`config.mk`:
```
export PLATFORM = sky130hd
export DESIGN_NAME = lwsp_ram
export DESIGN_NICKNAME = d
export VERILOG_FILES = /design/src/design/lwsp_ram.sv
export SDC_FILE = /design/constraint.sdc
export NUM_CORES = 1
export LEC_CHECK = 0
export ABC_AREA = 1
export BUFFER_PORTS_ARGS = -buffer_cell sky130_fd_sc_hd__buf_2
export CAP_MARGIN = 20
export CORE_ASPECT_RATIO = 0.9
export CORE_MARGIN = 2
export CORE_UTILIZATION = 50
export DETAILED_ROUTE_END_ITERATION = 12
export GPL_ROUTABILITY_DRIVEN = 0
export PLACE_DENSITY = 0.73
export SLEW_MARGIN = 0
export SYNTH_ARGS = -nofsm -noshare
export SYNTH_HDL_FRONTEND = slang
export SYNTH_SLANG_ARGS = --single-unit
```
`constraint.sdc`:
```
create_clock -name clock -period 2.8 [get_ports clock]
set_input_delay 0.14 -clock clock [delete_from_list [all_inputs] [get_ports clock]]
set_output_delay 0.14 -clock clock [all_outputs]
set_load 0.05 [all_outputs]
```
`src/design/lwsp_ram.sv`:
```
// Generic single-port-write, single-port-read RAM with a registered read.
module lwsp_ram #(
   parameter int WIDTH = 8,
   parameter int DEPTH = 16
) (
   input  logic                     clock,
   input  logic                     wr_en,
   input  logic [$clog2(DEPTH)-1:0] wr_addr,
   input  logic [WIDTH-1:0]         wr_data,
   input  logic [$clog2(DEPTH)-1:0] rd_addr,
   output logic [WIDTH-1:0]         rd_data
);

   logic [WIDTH-1:0] mem [DEPTH];

   always_ff @(posedge clock) begin
      if (wr_en) begin
         mem[wr_addr] <= wr_data;
      end
      rd_data <= mem[rd_addr];
   end

endmodule

```
==> results of run 1 <==
[synth_stat cells (all sizes together)]
cell type	count	area share (%)
inv	102	6.6
edfxtp	128	67
nand2	173	11
nor2	17	1.1
nand3b	2	0.26
dfxtp	8	2.8
nand3	97	8.4
buf	24	2.9
[kinds of logic after synthesis]
family        share of synthesized area, %
buf+inv                               9.52
flops                                 69.4
simple gates                          21.0
[critical path, cell delays in order]
cell	delay [ns]
buf_2	0.11
inv_2	0.41
buf_4	0.42
nand2_1	0.10
nand3_1	0.09
nand3_1	0.14
nand3_1	0.15
nand2_1	0.08
[registers in the layout, summed over array words and instances (netlist names)]
name / flops
mem: 128
rd_data: 8
[per-layer routing]
layer / routed length [um] / track usage (%) / vias to the layer above / share of wire (%)
met5: 0 / 0 / - / 0
met4: 157 / 6.13 / 0 / 1.3
met3: 1150 / 6.67 / 12 / 9.1
met2: 5650 / 30.0 / 198 / 45
met1: 5590 / 33.8 / 1776 / 45
li1: - / - / 1819 / -
[per-stage QoR]
step / utilization (%) / area (um2) / setup WS (ns)
2_1_floorplan: - / 5770 / 1.71
3_3_place_gp: 52.4 / 5940 / 1.04
3_5_place_dp: 52.4 / 5940 / 1.03
4_1_cts: 57.7 / 6540 / 1.44
5_1_grt: 57.7 / 6540 / 1.34
6_report: 57.7 / 6540 / 1.42
[final timing paths]
kind              start         end  slack (ns)  cells past startpoint
max          rd_addr[0]  rd_data[2]        1.42                      8
min          rd_addr[3]  rd_data[7]        0.12                      3
max reg2reg   mem[9][2]  rd_data[2]        1.72                      6
min reg2reg   mem[2][0]  rd_data[0]        0.67                      6
[final cells by class]
class	count	area, um2	share of cell area [%]
Sequential cell	136	4000	61.2
Timing Repair Buffer	28	148	2.26
Clock inverter	12	153	2.33
Inverter	102	383	5.85
Clock buffer	20	447	6.83
Multi-Input combinational cell	289	1210	18.6
Tap cell	156	195	2.98
[power breakdown]
| part | switching (W) | internal, W | total, W |
|---|---|---|---|
| combinational | 0.000237 | 0.0000727 | 0.000310 |
| sequential | 0.0000141 | 0.00228 | 0.00229 |
| clock | 0.000825 | 0.00142 | 0.00224 |
==> run metrics, run 1 <==
H-tree depth=4; first-pass GRT wire length=19,300 um; final max-slew violation count=0; Synth cell types=12; synth warn=0; post-route ant nets=0; fmax=725 MHz; vias in the first global route=between 3,000 and 4,000; Max clock buf depth=2; Max Cap Viol=0; total grt overflow=0; Worst Setup Path Type=in -> reg; arrival time of the worst setup path=between 1.5 and 2 ns; Critical Path Fanout Max=33; vias=~3,800; Routed Wire Length=~13,000 um; Core ar.=approximately 11,000 um2; final-report hold violation count=0; clock period minus worst slack=around 1.4 ns; post-CTS setup buffer count=0; Starting Density=50.8%; area grow syn2layout=13.5%; Hold WS=0.124 ns; Mapped Cells=551; Worst Path Required=3.10 ns; Worst slew margin=between 40% and 50%; port bufs=25; Final HPWL DP=between 7000 and 8000 um; clock root cell=clkbuf_16; clock skew=0.0109 ns; total negative slack=0 ns; CP endpoint kind=flop; # resized after CTS=0; setup violators final=0; most frequent cells in the layout=nand2_1, edfxtp_1, inv_1, nand3_1, buf_2; part of the cycle the worst path needs=approximately half; Skew-Pair Late Insertion Delay=~0.42 ns; TritonCTS clock tree=built; RSZ-0062 raised after global routing=no; peak supply drop=345 uV; Pre-Repair DR Iteration Count=5; Netlist Area Pre-Place=about 5800 um2; crit path launch type=input port; die width=~120 um; Final Power=0.00484 W; ANT cells=0; synthesis-stage register bit count=136; Inst Count DP=711; Pleak=2.80 nW; clock transition at the registers of the reported paths=0.06 ns; commonest non-fill, non-tap cell in the layout=nand2_1; DRC Markers=0; Post-Layout Cell Count=between 700 and 800; initial antenna violation count=0; HP Class=in -> reg; register area share after synthesis=between 60% and 70%; status=finished, final reports clean; Clock Sinks=136; initial DRC count=between 400 and 500; CTS Hold Bufs=0; Final nets=592; TritonCTS buffer count=17; share of post-route cells with drive strength above 1=10.2%; Power per Cell Area=740 nW/um2; total track usage=approximately 22%; row cnt=37; routed vias/inst=5.12; FILL cells=921; Wirelength per Cell=16.9 um; pin count of the biggest net entering global routing=65; Worst-Margin Slew=0.846 ns; io pins=26; Avg Cell Area, Syn=10.5 um2; Die ar.=12,400 um2; syn nets=569; Chip Height=around 110 um
Power figures use the tool's default switching activity.
==> run 2: changes to the inputs <==
Settings changed: ABC_AREA 1 to 0, PLACE_DENSITY 0.73 to 0.76.
Clock period 2.8 ns to 1.17 ns, I/O delays scaled along.
==> run metrics, run 2 <==
TritonCTS buffer count=17; Skew-Pair Late Insertion Delay=0.42 ns; setup slack at placement=-0.295 ns; setup slack after layout=-0.102 ns; CP endpoint kind=flop; fmax=between 700 and 800 MHz; failing checks=negative setup slack; RSZ-0062 raised after global routing=yes; final max-slew violation count=0; Starting Density=50.9%; Mapped Cells=approximately 230; ANT cells=0; TritonCTS clock tree=built; Multi-input gate area=1100 um2; part of the cycle the worst path needs=109%; synth warn=0; final-report hold violation count=0; area grow syn2layout=22.4%; FF/Latch Area=4000 um2; Final nets=311; Clock Sinks=136; total track usage=19.2%; Worst slew margin=39.5%; share of post-route cells with drive strength above 1=about 45%; Largest Register=mem; clock root cell=clkbuf_16; H-tree depth=4; setup violators final=8; Final HPWL DP=just over 6000 um; vias in the first global route=2,604; Reg power frac=48.2%; Main synth FF type=edfxtp_1; port bufs=25; CTS Hold Bufs=0; Synth cell types=19; die width=~110 um; synth cell count leaders=edfxtp_1, mux4_2, a22oi_1; Synth area leaders=edfxtp_1, mux4_2, mux4_1, dfxtp_1, a22oi_1; HP Class=in -> reg; clock network fraction of total power=between 40% and 50%; max reg flops=128; syn nets=roughly 250; Wirelength per Cell=around 22 um; total negative slack=-0.548 ns; P_int=0.00890 W; DRC Markers=0; synthesis-stage register bit count=between 100 and 150; clock skew=0.00761 ns; io pins=26; commonest non-fill, non-tap cell in the layout=edfxtp_1; initial antenna violation count=0; Worst Setup Path Type=reg -> reg; Routed Wire Length=9670 um; crit path launch type=flop; most frequent cell after synthesis=edfxtp_1; peak supply drop=1110 uV; Avg Cell Area, Syn=between 20 and 25 um2; routed vias/inst=between 5 and 6; Critical Path Fanout Max=1; combinational fraction of design power=6.1%; switching share of total power=21.8%; Power per Cell Area=1810 nW/um2; post-CTS setup buffer count=0; most frequent cells in the layout=edfxtp_1, mux4_2, buf_2, buf_4, clkbuf_16; EDFF count, synth=about 130; largest area contributor in the netlist=edfxtp_1; FILL cells=approximately 660; clock transition at the registers of the reported paths=0.06 ns; first-pass GRT wire length=15,000 um; register area share after synthesis=77.8%; pin count of the biggest net entering global routing=22; Max clock buf depth=2; Chip Height=100 um; row cnt=35; clock period minus worst slack=1.27 ns; Synth top area share=74.7%; Pleak=2.11 nW; Pre-Repair DR Iteration Count=4; Worst Path Required=1.46 ns; Worst-Margin Slew=approximately 0.90 ns; initial DRC count=282; post-route ant nets=0; Core ar.=about 10,000 um2; Sw Pwr=0.00248 W; status=finished, violations left; Top Registers=mem (128), rd_data (8); arrival time of the worst setup path=~1.6 ns; asr flop ratio synth=0%; Die ar.=between 10,000 and 15,000 um2; total grt overflow=0; vias=2,461; Max Cap Viol=0; Netlist Area Pre-Place=about 5000 um2
==> run 2: repair_timing <==
item                                    in CTS  in global routing
endpoints found under the hold margin        0                  0
gates resized for setup                     11                 15
pin swaps                                    9                  5
endpoints found under the setup margin       9                  8
==> run 2: path summary, 6_finish.rpt <==
check | cells past startpoint | start | to | slack (ns)
setup reg to reg | 3 | mem[9][5] | rd_data[5] | -0.10
hold reg to reg | 3 | mem[15][1] | rd_data[1] | 0.68
hold / removal | 1 | wr_data[2] | mem[15][2] | 0.03
setup / recovery | 3 | mem[9][5] | rd_data[5] | -0.10
==> run 2: metrics by stage <==
stage                     area [um2]  util, %  total power [W]  hold slack (ns)  instances
after floorplan                 5190        -          0.00597            0.157        229
after global placement          5700     56.3          0.00622            0.449        403
after detailed placement        5700     56.3          0.00624            0.452        403
after CTS                       6300     62.2           0.0114           0.0152        435
after global routing            6300     62.3           0.0117           0.0193        435
final                           6300     62.3           0.0114           0.0272        435
==> run 2: power groups by stage <==
stage | sequential (W) | combinational [W] | clock (W)
detailed placement | 0.00559 | 0.000656 | 0
global placement | 0.00558 | 0.000643 | 0
CTS | 0.00549 | 0.000678 | 0.00528
finish | 0.00549 | 0.000690 | 0.00520
floorplan | 0.00569 | 0.000286 | 0
global route | 0.00549 | 0.000738 | 0.00552
==> run 2: critical path: stages, from the launching register on <==
cell      delay (ns)
edfxtp_1        0.37
mux4_2          0.47
a22oi_2         0.19
nand2_1         0.11
==> run 2: kinds of logic (layout without fill, tap and decap cells) <==
family / count (synthesis) / in the layout / share of synthesized area (%)
AOI/OAI and AO/OA: 16 / 16 / 2.33
buffers and inverters: 10 / 87 / 1.68
DFF: 136 / 136 / 77.8
muxes: 32 / 32 / 15.0
and+or+nand+nor: 35 / 35 / 3.18
==> run 2: per-layer routing <==
metal,up-vias,GRT usage (%),part of all wire (%)
met2,98,31.3,51
met3,6,6.70,7.3
met5,-,0,0
met4,0,5.77,0.78
met1,1266,24.9,41
li1,1091,-,-
==> run 2: area by class of cell <==
class | instances | area share [%]
repair buffers | 55 | 6.99
clock inverters | 15 | 2.62
multi-input cells | 83 | 17.5
well taps | 129 | 2.56
clock buffers | 17 | 6.75
flip-flops and latches | 136 | 63.5
